==> config.mk <==
export PLATFORM = sky130hd
export DESIGN_NAME = gear_shift_scheduler_top
export DESIGN_NICKNAME = d
export VERILOG_FILES = /design/src/hdl/gss_pkg.sv /design/src/hdl/gss_mul.sv /design/src/hdl/gear_shift_scheduler_top.sv
export VERILOG_INCLUDE_DIRS = /design/src /design/src/hdl
export SDC_FILE = /design/constraint.sdc
export NUM_CORES = 2
export LEC_CHECK = 0
export ABC_AREA = 1
export BUFFER_PORTS_ARGS = -buffer_cell sky130_fd_sc_hd__buf_2
export CORE_MARGIN = 4
export CORE_UTILIZATION = 60
export CTS_CLUSTER_DIAMETER = 150
export CTS_CLUSTER_SIZE = 20
export DETAILED_ROUTE_END_ITERATION = 7
export PLACE_DENSITY = 0.82
export SYNTH_ARGS = -nofsm -noshare
export SYNTH_HDL_FRONTEND = slang
export SYNTH_SLANG_ARGS = --single-unit
==> constraint.sdc <==
create_clock -name i_clk -period 14.8 [get_ports i_clk]
set_input_delay 1.48 -clock i_clk [delete_from_list [all_inputs] [get_ports i_clk]]
set_output_delay 1.48 -clock i_clk [all_outputs]
set_load 0.05 [all_outputs]
==> src/hdl/gear_shift_scheduler_top_assert.svh <==
// Assertion macros for the gear shift scheduler.
// GSS_ASSERT_SAME checks the consequent in the same cycle as the antecedent,
// GSS_ASSERT_NEXT checks it in the following cycle.
`ifndef GEAR_SHIFT_SCHEDULER_TOP_ASSERT_SVH
`define GEAR_SHIFT_SCHEDULER_TOP_ASSERT_SVH
`ifndef SYNTHESIS
`define GSS_ASSERT_SAME(lbl, clk, rst_n, ante, cons) \
    lbl: assert property (@(posedge clk) disable iff (!rst_n) (ante) |-> (cons)) \
        else $error("gear shift scheduler check failed");
`define GSS_ASSERT_NEXT(lbl, clk, rst_n, ante, cons) \
    lbl: assert property (@(posedge clk) disable iff (!rst_n) (ante) |=> (cons)) \
        else $error("gear shift scheduler check failed");
`else
`define GSS_ASSERT_SAME(lbl, clk, rst_n, ante, cons)
`define GSS_ASSERT_NEXT(lbl, clk, rst_n, ante, cons)
`endif
`endif

==> src/hdl/gss_pkg.sv <==
`timescale 1ns / 1ps
`default_nettype none

package gss_pkg;

    localparam int MUL_A_W = 26;
    localparam int MUL_B_W = 25;
    localparam int PROD_W  = MUL_A_W + MUL_B_W;

    typedef logic [MUL_A_W-1:0] t_mul_a;
    typedef logic [MUL_B_W-1:0] t_mul_b;
    typedef logic [PROD_W-1:0]  t_prod;

    // register indexes of the configuration port
    localparam logic [1:0] CFG_IDLE_RPM   = 2'd0;
    localparam logic [1:0] CFG_REDLINE    = 2'd1;
    localparam logic [1:0] CFG_HOLD_TIME  = 2'd2;

    // schedule constants, rpm in Q14.10
    localparam logic [22:0] UP_BASE   = 23'd2662400;
    localparam logic [22:0] DOWN_BASE = 23'd1331200;
    localparam logic [6:0]  UP_SLOPE  = 7'd125;
    localparam logic [10:0] DOWN_SLOPE = 11'd1900;
    localparam logic [6:0]  HYST_UP   = 7'd92;
    localparam logic [6:0]  HYST_LOW  = 7'd100;
    localparam logic [11:0] SLIP_GAIN = 12'd2600;

    // wheel speed to engine rpm, Q16, per gear
    function automatic t_mul_b gss_coef(input logic [3:0] idx);
        t_mul_b c;
        case (idx)
            4'd1:    c = 25'd23155440;
            4'd2:    c = 25'd15086120;
            4'd3:    c = 25'd10876040;
            4'd4:    c = 25'd8279824;
            4'd5:    c = 25'd6595792;
            4'd6:    c = 25'd5473104;
            4'd7:    c = 25'd4631088;
            4'd8:    c = 25'd3929408;
            default: c = 25'd0;
        endcase
        return c;
    endfunction

endpackage

`default_nettype wire

==> src/hdl/gss_mul.sv <==
`timescale 1ns / 1ps
`default_nettype none

module gss_mul (
    input  wire logic           i_clk,
    input  wire logic           i_en,
    input  wire gss_pkg::t_mul_a i_a,
    input  wire gss_pkg::t_mul_b i_b,
    output gss_pkg::t_prod      o_prod
);
    import gss_pkg::*;

    t_prod r_prod;

    // hold the product until the next operand pair is issued
    always_ff @(posedge i_clk) begin
        if (i_en) begin
            r_prod <= PROD_W'(i_a) * PROD_W'(i_b);
        end
    end

    assign o_prod = r_prod;

endmodule

`default_nettype wire

==> src/hdl/gear_shift_scheduler_top.sv <==
`timescale 1ns / 1ps
`default_nettype none
`include "gear_shift_scheduler_top_assert.svh"
// Gear shift scheduler: one tick in, one result out.
// Input channel: i_in_valid with o_in_stall; a tick is taken at a rising edge
// with i_in_valid high and o_in_stall low. Payload is forward speed, throttle,
// reverse request and tick length.
// Output channel: o_out_valid with i_out_stall; a beat moves at a rising edge
// with o_out_valid high and i_out_stall low. Payload is gear, engine speed and
// the shift flag.
// Configuration: i_cfg_we writes i_cfg_data into register i_cfg_idx
// (0 idle rpm, 1 redline rpm, 2 shift hold time); write only while idle.
// The sequencer walks 13 steps from the accepted tick to the registered result,
// eleven of them on the one shared 26x25 multiplier; a new tick is taken only
// once the sequencer is back in idle.
// o_in_stall is high while the sequencer works and during reset.
// If the receiver stalls, the result beat holds; a finished next tick waits in
// its last step until the output register frees.
// Reset (synchronous, active low) clears gear, timers and smoothed values and
// loads the default configuration.
module gear_shift_scheduler_top #(
    parameter int TOP_GEAR = 6
) (
    input  wire logic        i_clk,
    input  wire logic        i_rst_n,
    input  wire logic        i_in_valid,
    output logic             o_in_stall,
    input  wire logic signed [15:0] i_forward_speed,
    input  wire logic [10:0] i_throttle_level,
    input  wire logic        i_reverse_request,
    input  wire logic [15:0] i_tick_length,
    output logic             o_out_valid,
    input  wire logic        i_out_stall,
    output logic signed [3:0] o_gear_now,
    output logic [13:0]      o_engine_speed,
    output logic             o_shift_event,
    input  wire logic        i_cfg_we,
    input  wire logic [1:0]  i_cfg_idx,
    input  wire logic [15:0] i_cfg_data
);
    import gss_pkg::*;

    localparam int TOP_G = (TOP_GEAR > 8) ? 8 : ((TOP_GEAR < 1) ? 1 : TOP_GEAR);
    localparam logic signed [4:0] TOP_G5 = 5'(TOP_G);

    localparam logic [3:0] ST_IDLE = 4'd0;
    localparam logic [3:0] ST_THR  = 4'd1;
    localparam logic [3:0] ST_THU  = 4'd2;
    localparam logic [3:0] ST_CUR  = 4'd3;
    localparam logic [3:0] ST_UPP  = 4'd4;
    localparam logic [3:0] ST_DNP  = 4'd5;
    localparam logic [3:0] ST_LOW  = 4'd6;
    localparam logic [3:0] ST_U92  = 4'd7;
    localparam logic [3:0] ST_DEC  = 4'd8;
    localparam logic [3:0] ST_SL1  = 4'd9;
    localparam logic [3:0] ST_SL2  = 4'd10;
    localparam logic [3:0] ST_TGT  = 4'd11;
    localparam logic [3:0] ST_RPM  = 4'd12;
    localparam logic [3:0] ST_FIN  = 4'd13;

    function automatic logic [3:0] f_gear_idx(input logic signed [4:0] g);
        logic [3:0] idx;
        if (g < 5'sd1) begin
            idx = 4'd1;
        end else if (g > TOP_G5) begin
            idx = 4'(TOP_G);
        end else begin
            idx = g[3:0];
        end
        return idx;
    endfunction

    logic [3:0]  r_state;
    logic [11:0] r_idle_rpm;
    logic [13:0] r_redline;
    logic [15:0] r_hold_time;

    logic signed [4:0] r_gear;
    logic [15:0] r_ts;
    logic [15:0] r_hold;
    logic [23:0] r_rs;

    logic [15:0] r_v;
    logic [10:0] r_thr;
    logic        r_fwd;
    logic [15:0] r_dt;
    logic        r_shifted;

    logic [25:0] r_cur;
    logic [22:0] r_up;
    logic [22:0] r_down;
    logic [25:0] r_lo;
    logic [29:0] r_up92;
    logic [22:0] r_slip;
    logic [23:0] r_tgt;

    logic        r_out_valid;
    logic [3:0]  r_gear_out;
    logic [13:0] r_eng_out;
    logic        r_shift_out;

    logic        accept;
    logic        out_free;
    logic        mul_en;
    t_mul_a      mul_a;
    t_mul_b      mul_b;
    t_prod       prod;

    logic [15:0] thr_tgt;
    logic        thr_rise;
    logic [15:0] thr_diff;
    logic [16:0] a_thr;
    logic [19:0] dt12;
    logic [16:0] a_rpm;
    logic        rpm_rise;
    logic [23:0] rpm_diff;
    logic [11:0] vc;
    logic [11:0] slip_span;
    logic [25:0] tgt_raw;
    logic [25:0] tgt_floor;
    logic [25:0] cap;
    logic [23:0] rs_new;
    logic [15:0] ts_new;

    logic [15:0] in_v;
    logic [10:0] in_thr;
    logic        in_rev;

    assign accept   = i_in_valid && !o_in_stall;
    assign out_free = !r_out_valid || !i_out_stall;

    // input conditioning
    always_comb begin
        in_v   = i_forward_speed[15] ? 16'(~i_forward_speed + 16'sd1)
                                     : 16'(i_forward_speed);
        in_thr = (i_throttle_level > 11'd1024) ? 11'd1024 : i_throttle_level;
        in_rev = i_reverse_request || (i_forward_speed < -16'sd128);
    end

    // blend factors and differences
    always_comb begin
        thr_tgt  = {r_thr[10:0], 5'b0};
        thr_rise = thr_tgt >= r_ts;
        thr_diff = thr_rise ? (thr_tgt - r_ts) : (r_ts - thr_tgt);
        a_thr    = ({r_dt, 1'b0} > 17'd65536) ? 17'd65536 : {r_dt, 1'b0};
        dt12     = {1'b0, r_dt, 3'b0} + {2'b0, r_dt, 2'b0};
        a_rpm    = (dt12 > 20'd65536) ? 17'd65536 : dt12[16:0];
        rpm_rise = r_tgt >= r_rs;
        rpm_diff = rpm_rise ? (r_tgt - r_rs) : (r_rs - r_tgt);
        vc       = (r_v > 16'd2048) ? 12'd2048 : r_v[11:0];
        slip_span = 12'd2048 - vc;
        tgt_raw  = prod[39:14];
        tgt_floor = (tgt_raw < 26'(r_slip)) ? 26'(r_slip) : tgt_raw;
        cap      = {2'b0, r_redline, 10'b0};
        ts_new   = thr_rise ? (r_ts + prod[31:16]) : (r_ts - prod[31:16]);
        rs_new   = rpm_rise ? (r_rs + prod[39:16]) : (r_rs - prod[39:16]);
    end

    // operand select for the shared multiplier
    always_comb begin
        mul_en = 1'b1;
        mul_a  = '0;
        mul_b  = '0;
        case (r_state)
            ST_THR: begin
                mul_a = MUL_A_W'(thr_diff);
                mul_b = MUL_B_W'(a_thr);
            end
            ST_THU: begin
                mul_a = MUL_A_W'(r_v);
                mul_b = gss_coef(f_gear_idx(r_gear));
            end
            ST_CUR: begin
                mul_a = MUL_A_W'(r_ts);
                mul_b = MUL_B_W'(UP_SLOPE);
            end
            ST_UPP: begin
                mul_a = MUL_A_W'(r_ts);
                mul_b = MUL_B_W'(DOWN_SLOPE);
            end
            ST_DNP: begin
                mul_a = MUL_A_W'(r_v);
                mul_b = gss_coef(f_gear_idx(r_gear - 5'sd1));
            end
            ST_LOW: begin
                mul_a = MUL_A_W'(r_up);
                mul_b = MUL_B_W'(HYST_UP);
            end
            ST_U92: begin
                mul_a = r_lo;
                mul_b = MUL_B_W'(HYST_LOW);
            end
            ST_DEC: begin
                mul_a = MUL_A_W'(r_thr);
                mul_b = MUL_B_W'(SLIP_GAIN);
            end
            ST_SL1: begin
                mul_a = MUL_A_W'(prod[21:0]);
                mul_b = MUL_B_W'(slip_span);
            end
            ST_SL2: begin
                mul_a = MUL_A_W'(r_v);
                mul_b = gss_coef(f_gear_idx(r_gear));
            end
            ST_RPM: begin
                mul_a = MUL_A_W'(rpm_diff);
                mul_b = MUL_B_W'(a_rpm);
            end
            default: begin
                mul_en = 1'b0;
            end
        endcase
    end

    gss_mul u_mul (
        .i_clk  (i_clk),
        .i_en   (mul_en),
        .i_a    (mul_a),
        .i_b    (mul_b),
        .o_prod (prod)
    );

    // configuration registers
    always_ff @(posedge i_clk) begin
        if (!i_rst_n) begin
            r_idle_rpm  <= 12'd900;
            r_redline   <= 14'd7200;
            r_hold_time <= 16'd26214;
        end else if (i_cfg_we) begin
            case (i_cfg_idx)
                CFG_IDLE_RPM:  r_idle_rpm  <= i_cfg_data[11:0];
                CFG_REDLINE:   r_redline   <= i_cfg_data[13:0];
                CFG_HOLD_TIME: r_hold_time <= i_cfg_data;
                default:       ;
            endcase
        end
    end

    // sequencer and state
    always_ff @(posedge i_clk) begin
        if (!i_rst_n) begin
            r_state     <= ST_IDLE;
            r_gear      <= '0;
            r_ts        <= '0;
            r_hold      <= '0;
            r_rs        <= '0;
            r_out_valid <= 1'b0;
        end else begin
            if (r_out_valid && !i_out_stall && r_state != ST_FIN) begin
                r_out_valid <= 1'b0;
            end
            case (r_state)
                ST_IDLE: begin
                    if (accept) begin
                        r_state <= ST_THR;
                    end
                end
                ST_THR: r_state <= ST_THU;
                ST_THU: begin
                    if (r_fwd) begin
                        r_ts   <= ts_new;
                        r_hold <= (r_hold > r_dt) ? (r_hold - r_dt) : 16'd0;
                    end
                    r_state <= ST_CUR;
                end
                ST_CUR: r_state <= ST_UPP;
                ST_UPP: r_state <= ST_DNP;
                ST_DNP: r_state <= ST_LOW;
                ST_LOW: r_state <= ST_U92;
                ST_U92: r_state <= ST_DEC;
                ST_DEC: begin
                    if (r_fwd && r_hold == 16'd0) begin
                        if (r_gear < TOP_G5 && 26'(r_up) < r_cur) begin
                            r_gear <= r_gear + 5'sd1;
                            r_hold <= r_hold_time;
                        end else if (r_gear > 5'sd1 && r_cur < 26'(r_down) &&
                                     prod < PROD_W'(r_up92)) begin
                            r_gear <= r_gear - 5'sd1;
                            r_hold <= r_hold_time;
                        end
                    end
                    r_state <= ST_SL1;
                end
                ST_SL1: r_state <= ST_SL2;
                ST_SL2: r_state <= ST_TGT;
                ST_TGT: r_state <= ST_RPM;
                ST_RPM: r_state <= ST_FIN;
                ST_FIN: begin
                    // hold here until the output register frees
                    if (out_free) begin
                        r_rs        <= rs_new;
                        r_out_valid <= 1'b1;
                        r_state     <= ST_IDLE;
                    end
                end
                default: r_state <= ST_IDLE;
            endcase
            // gear select happens on the accepted beat
            if (r_state == ST_IDLE && accept) begin
                if (in_rev) begin
                    r_gear <= -5'sd1;
                end else if (r_gear < 5'sd1) begin
                    r_gear <= 5'sd1;
                end else if (r_gear > TOP_G5) begin
                    r_gear <= TOP_G5;
                end
            end
        end
    end

    // per-tick working registers
    always_ff @(posedge i_clk) begin
        case (r_state)
            ST_IDLE: begin
                if (accept) begin
                    r_v       <= in_v;
                    r_thr     <= in_thr;
                    r_fwd     <= !in_rev;
                    r_dt      <= i_tick_length;
                    r_shifted <= 1'b0;
                end
            end
            ST_CUR: r_cur  <= prod[39:14];
            ST_UPP: r_up   <= UP_BASE + prod[22:0];
            ST_DNP: r_down <= DOWN_BASE + 23'(prod[25:5]);
            ST_LOW: r_lo   <= prod[39:14];
            ST_U92: r_up92 <= prod[29:0];
            ST_DEC: begin
                if (r_fwd && r_hold == 16'd0) begin
                    if (r_gear < TOP_G5 && 26'(r_up) < r_cur) begin
                        r_shifted <= 1'b1;
                    end else if (r_gear > 5'sd1 && r_cur < 26'(r_down) &&
                                 prod < PROD_W'(r_up92)) begin
                        r_shifted <= 1'b1;
                    end
                end
            end
            ST_SL2: r_slip <= {r_idle_rpm, 10'b0} + 23'(prod[33:11]);
            ST_TGT: r_tgt  <= (tgt_floor > cap) ? cap[23:0] : tgt_floor[23:0];
            ST_FIN: begin
                if (out_free) begin
                    r_gear_out  <= r_gear[3:0];
                    r_eng_out   <= rs_new[23:10];
                    r_shift_out <= r_shifted;
                end
            end
            default: ;
        endcase
    end

    assign o_in_stall     = (r_state != ST_IDLE) || !i_rst_n;
    assign o_out_valid    = r_out_valid;
    assign o_gear_now     = r_gear_out;
    assign o_engine_speed = r_eng_out;
    assign o_shift_event  = r_shift_out;

    `GSS_ASSERT_NEXT(a_accept_starts, i_clk, i_rst_n, accept, r_state == ST_THR)
    `GSS_ASSERT_SAME(a_gear_range, i_clk, i_rst_n, o_out_valid, (r_gear_out == 4'hF) || (r_gear_out != 4'h0 && r_gear_out <= 4'(TOP_G)))
    `GSS_ASSERT_SAME(a_shift_forward, i_clk, i_rst_n, o_out_valid && o_shift_event, r_gear_out != 4'hF)
    `GSS_ASSERT_SAME(a_shift_rearms, i_clk, i_rst_n, r_state == ST_SL1 && r_shifted, r_hold == r_hold_time)

endmodule

`default_nettype wire

==> impl_metrics.toml <==
[grt]
grt_max_degree = 72
antenna_found_initial = 6
grt_pass1_wl_um = 247000
grt_remaining_overflow = 0
grtUsageTotal = 0.367
first_global_vias = 43100

[detailed_routing]
via_per_inst = 5.81
first_iter_violations = 4911
wl_per_cell_um = 21.5
wl_um = 160000
vias = 43400
first_pass_iters = 6
ant_nets = 0
drc_errors = 0

[synth]
avgSynthCellArea_um2 = 7.96
synthCells = 6274
synth_top_area_frac = 0.223
synth-async-reset-ratio = 0
ys_seq_elements = 397
netlist_top_cells_count = "1377 x inv_1, 1269 x nand2_1, 557 x fa_1"
yosys_warnings = 0
synth_cell_types = 69
synth-edff-count = 289
yosysSeqAreaShare = 0.217
synthesis.area_um2 = 50000
synth_area_leader_cell = "fa_1"
synth.most_common_cell = "inv_1"
synth_area_leaders = "fa_1 22%, edfxtp_1 17%, ha_1 12%, inv_1 10%, nand2_1 9.5%"
synthFlopType = "edfxtp_1"

[timing]
rsz0062_at_grt = "false"
max_slew_margin = 0.135
min_period_ns = 11.08
fmax_mhz = 90.2
setup_viol = 0
timing.final.crit_share = 0.749
holdWs_ns = 0.485
finalMaxSlewViolations = 0
fin_worst_skew_ns = 0.0277
fin_setup_tns_ns = 0
hold_viol_final = 0
worstMarginPinSlew_ns = 1.29

[clock_tree]
clk_latency_ns = 0.58
cts_hold_buffers = 0
clk_pin_slew_ns = 0.09
cts_tree = "done"
numCtsBuffers = 23
clkSinkCount = 397
clock_path_buffers = 3
root_buffer = "clkbuf_16"
post_cts_resized = 0
cts_setup_buffers = 0
cts_max_level = 1

[critical_path]
cpPeakStageDelay_ns = 1.00
crit_path_end_kind = "register"
worstSetupPathType = "reg -> reg"
cp_slowest_cell = "a21oi_1"
cp.arrival_ns = 11.40
start_kind = "register"
required_ns = 15.12
r2r-start = "r_gear[2]$_SDFF_PN0_"
cp_max_fo = 13
startpoint = "r_gear[2]$_SDFF_PN0_"

[die]
initial_utilization = 0.607
die_y_um = 297
io_pins = 88
dieArea_um2 = 87900
core-area_um2 = 82200
die_w_um = 297
fp-row-count = 105

[placed_design]
gp_congestion = 1.04
dp_hpwl_um = 132000
port_buffers = 87

[layout]
multi_input_area_um2 = 33400
drive_above_1_share = 0.0406
fillers = 7120
regArea_um2 = 10800
syn2layout_area_growth_pct = 5.04
final_nets = 7483

[status]
status = "completed"

[job]
max-cap-violations = 0

[power_and_ir_drop]
totalPowerFinal_mw = 7.69
p_leak_nw = 26.7
irDropWorstVdd_v = 0.000194
p_per_area_nw_per_um2 = 147

[worst_hold_path]
hold_path.class = "reg -> reg"
hp-start = "r_redline[2]$_SDFFE_PN0P_"
## sequential cells by signal (all words and copies together) (netlist names), 5 cells and up
| register | cells |
|---|---|
| r_hold | 16 |
| r_thr | 11 |
| r_up | 23 |
| o_engine_speed | 14 |
| r_idle_rpm | 12 |
| r_dt | 16 |
| r_hold_time | 16 |
| r_tgt | 24 |
| r_gear | 5 |
| r_up92 | 30 |
| u_mul.o_prod | 51 |
| r_ts | 16 |
| r_v | 16 |
| r_down | 22 |
| r_cur | 26 |
| r_lo | 26 |
| r_redline | 14 |
| r_rs | 24 |
| r_slip | 23 |
## routing by layer
layer	global-route usage	wire, um	share of wire	vias to the layer above
li1	-	-	-	19700
met1	0.518	64400	0.40	20900
met2	0.560	69200	0.43	2422
met3	0.0916	20300	0.13	375
met4	0.121	6280	0.039	8
met5	0	64	0.00040	-
## area by class of cell
type | instances | share of cell area
inverters | 1396 | 0.0999
clock inverters | 1 | 0.0000954
repair buffers | 156 | 0.0182
well taps | 1070 | 0.0255
diodes | 1 | 0.0000477
multi-input cells | 4408 | 0.637
clock buffers | 40 | 0.0122
flip-flops and latches | 397 | 0.207
## power by group
part,internal [mW],switching [mW]
clock network,0.295,0.391
registers,1.56,0.179
logic,1.70,3.56
total,3.55,4.13
## cell families (layout without fill, tap and decap cells)
| logic type | count (synthesis) | after routing | share of synthesized area |
|---|---|---|---|
| simple gates | 2061 | 2061 | 0.169 |
| other cells | 2 | 113 | 0.000150 |
| compound gates | 991 | 991 | 0.112 |
| fa+ha+maj | 1034 | 1034 | 0.343 |
| flops | 397 | 397 | 0.217 |
| buf+inv | 1579 | 1593 | 0.123 |
| xor+xnor | 210 | 210 | 0.0370 |
## placed cells by master, fill, tap and decap left out, types with 9 or more instances in the layout
cell type / n
inv_1: 1375
nand2_1: 1269
fa_1: 557
ha_1: 477
a21oi_1: 456
nor2_1: 419
o21ai_0: 295
edfxtp_1: 289
nand3_1: 210
xor2_1: 150
conb_1: 112
dfxtp_1: 108
buf_2: 87
buf_4: 69
xnor2_1: 59
nor3_1: 50
nand4_1: 40
a21o_1: 35
o211ai_1: 28
clkbuf_16: 23
a31oi_1: 22
inv_2: 21
o21bai_1: 21
a221oi_1: 19
o21ai_1: 18
clkbuf_1: 17
o21a_1: 14
nor2_2: 12
a21boi_0: 12
nor4_1: 12
a21oi_2: 11
o22ai_1: 10
nand3b_1: 9
a211oi_1: 9
o31ai_1: 9
## path summary, 6_finish.rpt
path	endpoint	slack [ns]	depth (start not counted)
hold / removal	r_redline[2]$_SDFFE_PN0P_	0.48	2
setup / recovery	u_mul.o_prod[40]$_DFFE_PP_	3.72	32
hold reg to reg	r_redline[2]$_SDFFE_PN0P_	0.48	2
setup reg to reg	u_mul.o_prod[40]$_DFFE_PP_	3.72	32
## stage by stage
step                instance area [um^2]  cells  worst slack (ns)   util
CTS                                52500   7468              4.13  0.638
finish                             52500   7469              3.72  0.638
global placement                   51800   7426              4.31  0.630
global route                       52500   7469              3.31  0.638
detailed placement                 51800   7427              4.14  0.630
floorplan                          50400   6384              6.64      -
## critical path, delay by kind of cell, from the launching register on
family | cells | cell delay, ns
buffers and inverters | 4 | 0.39
AND/OR/NAND/NOR | 6 | 1.61
adder cells (fa/ha/maj) | 9 | 3.90
XOR/XNOR | 1 | 0.16
flip-flops | 1 | 0.72
AO/OA/AOI/OAI | 12 | 4.03
No activity file was read; power rests on OpenSTA's default activity.
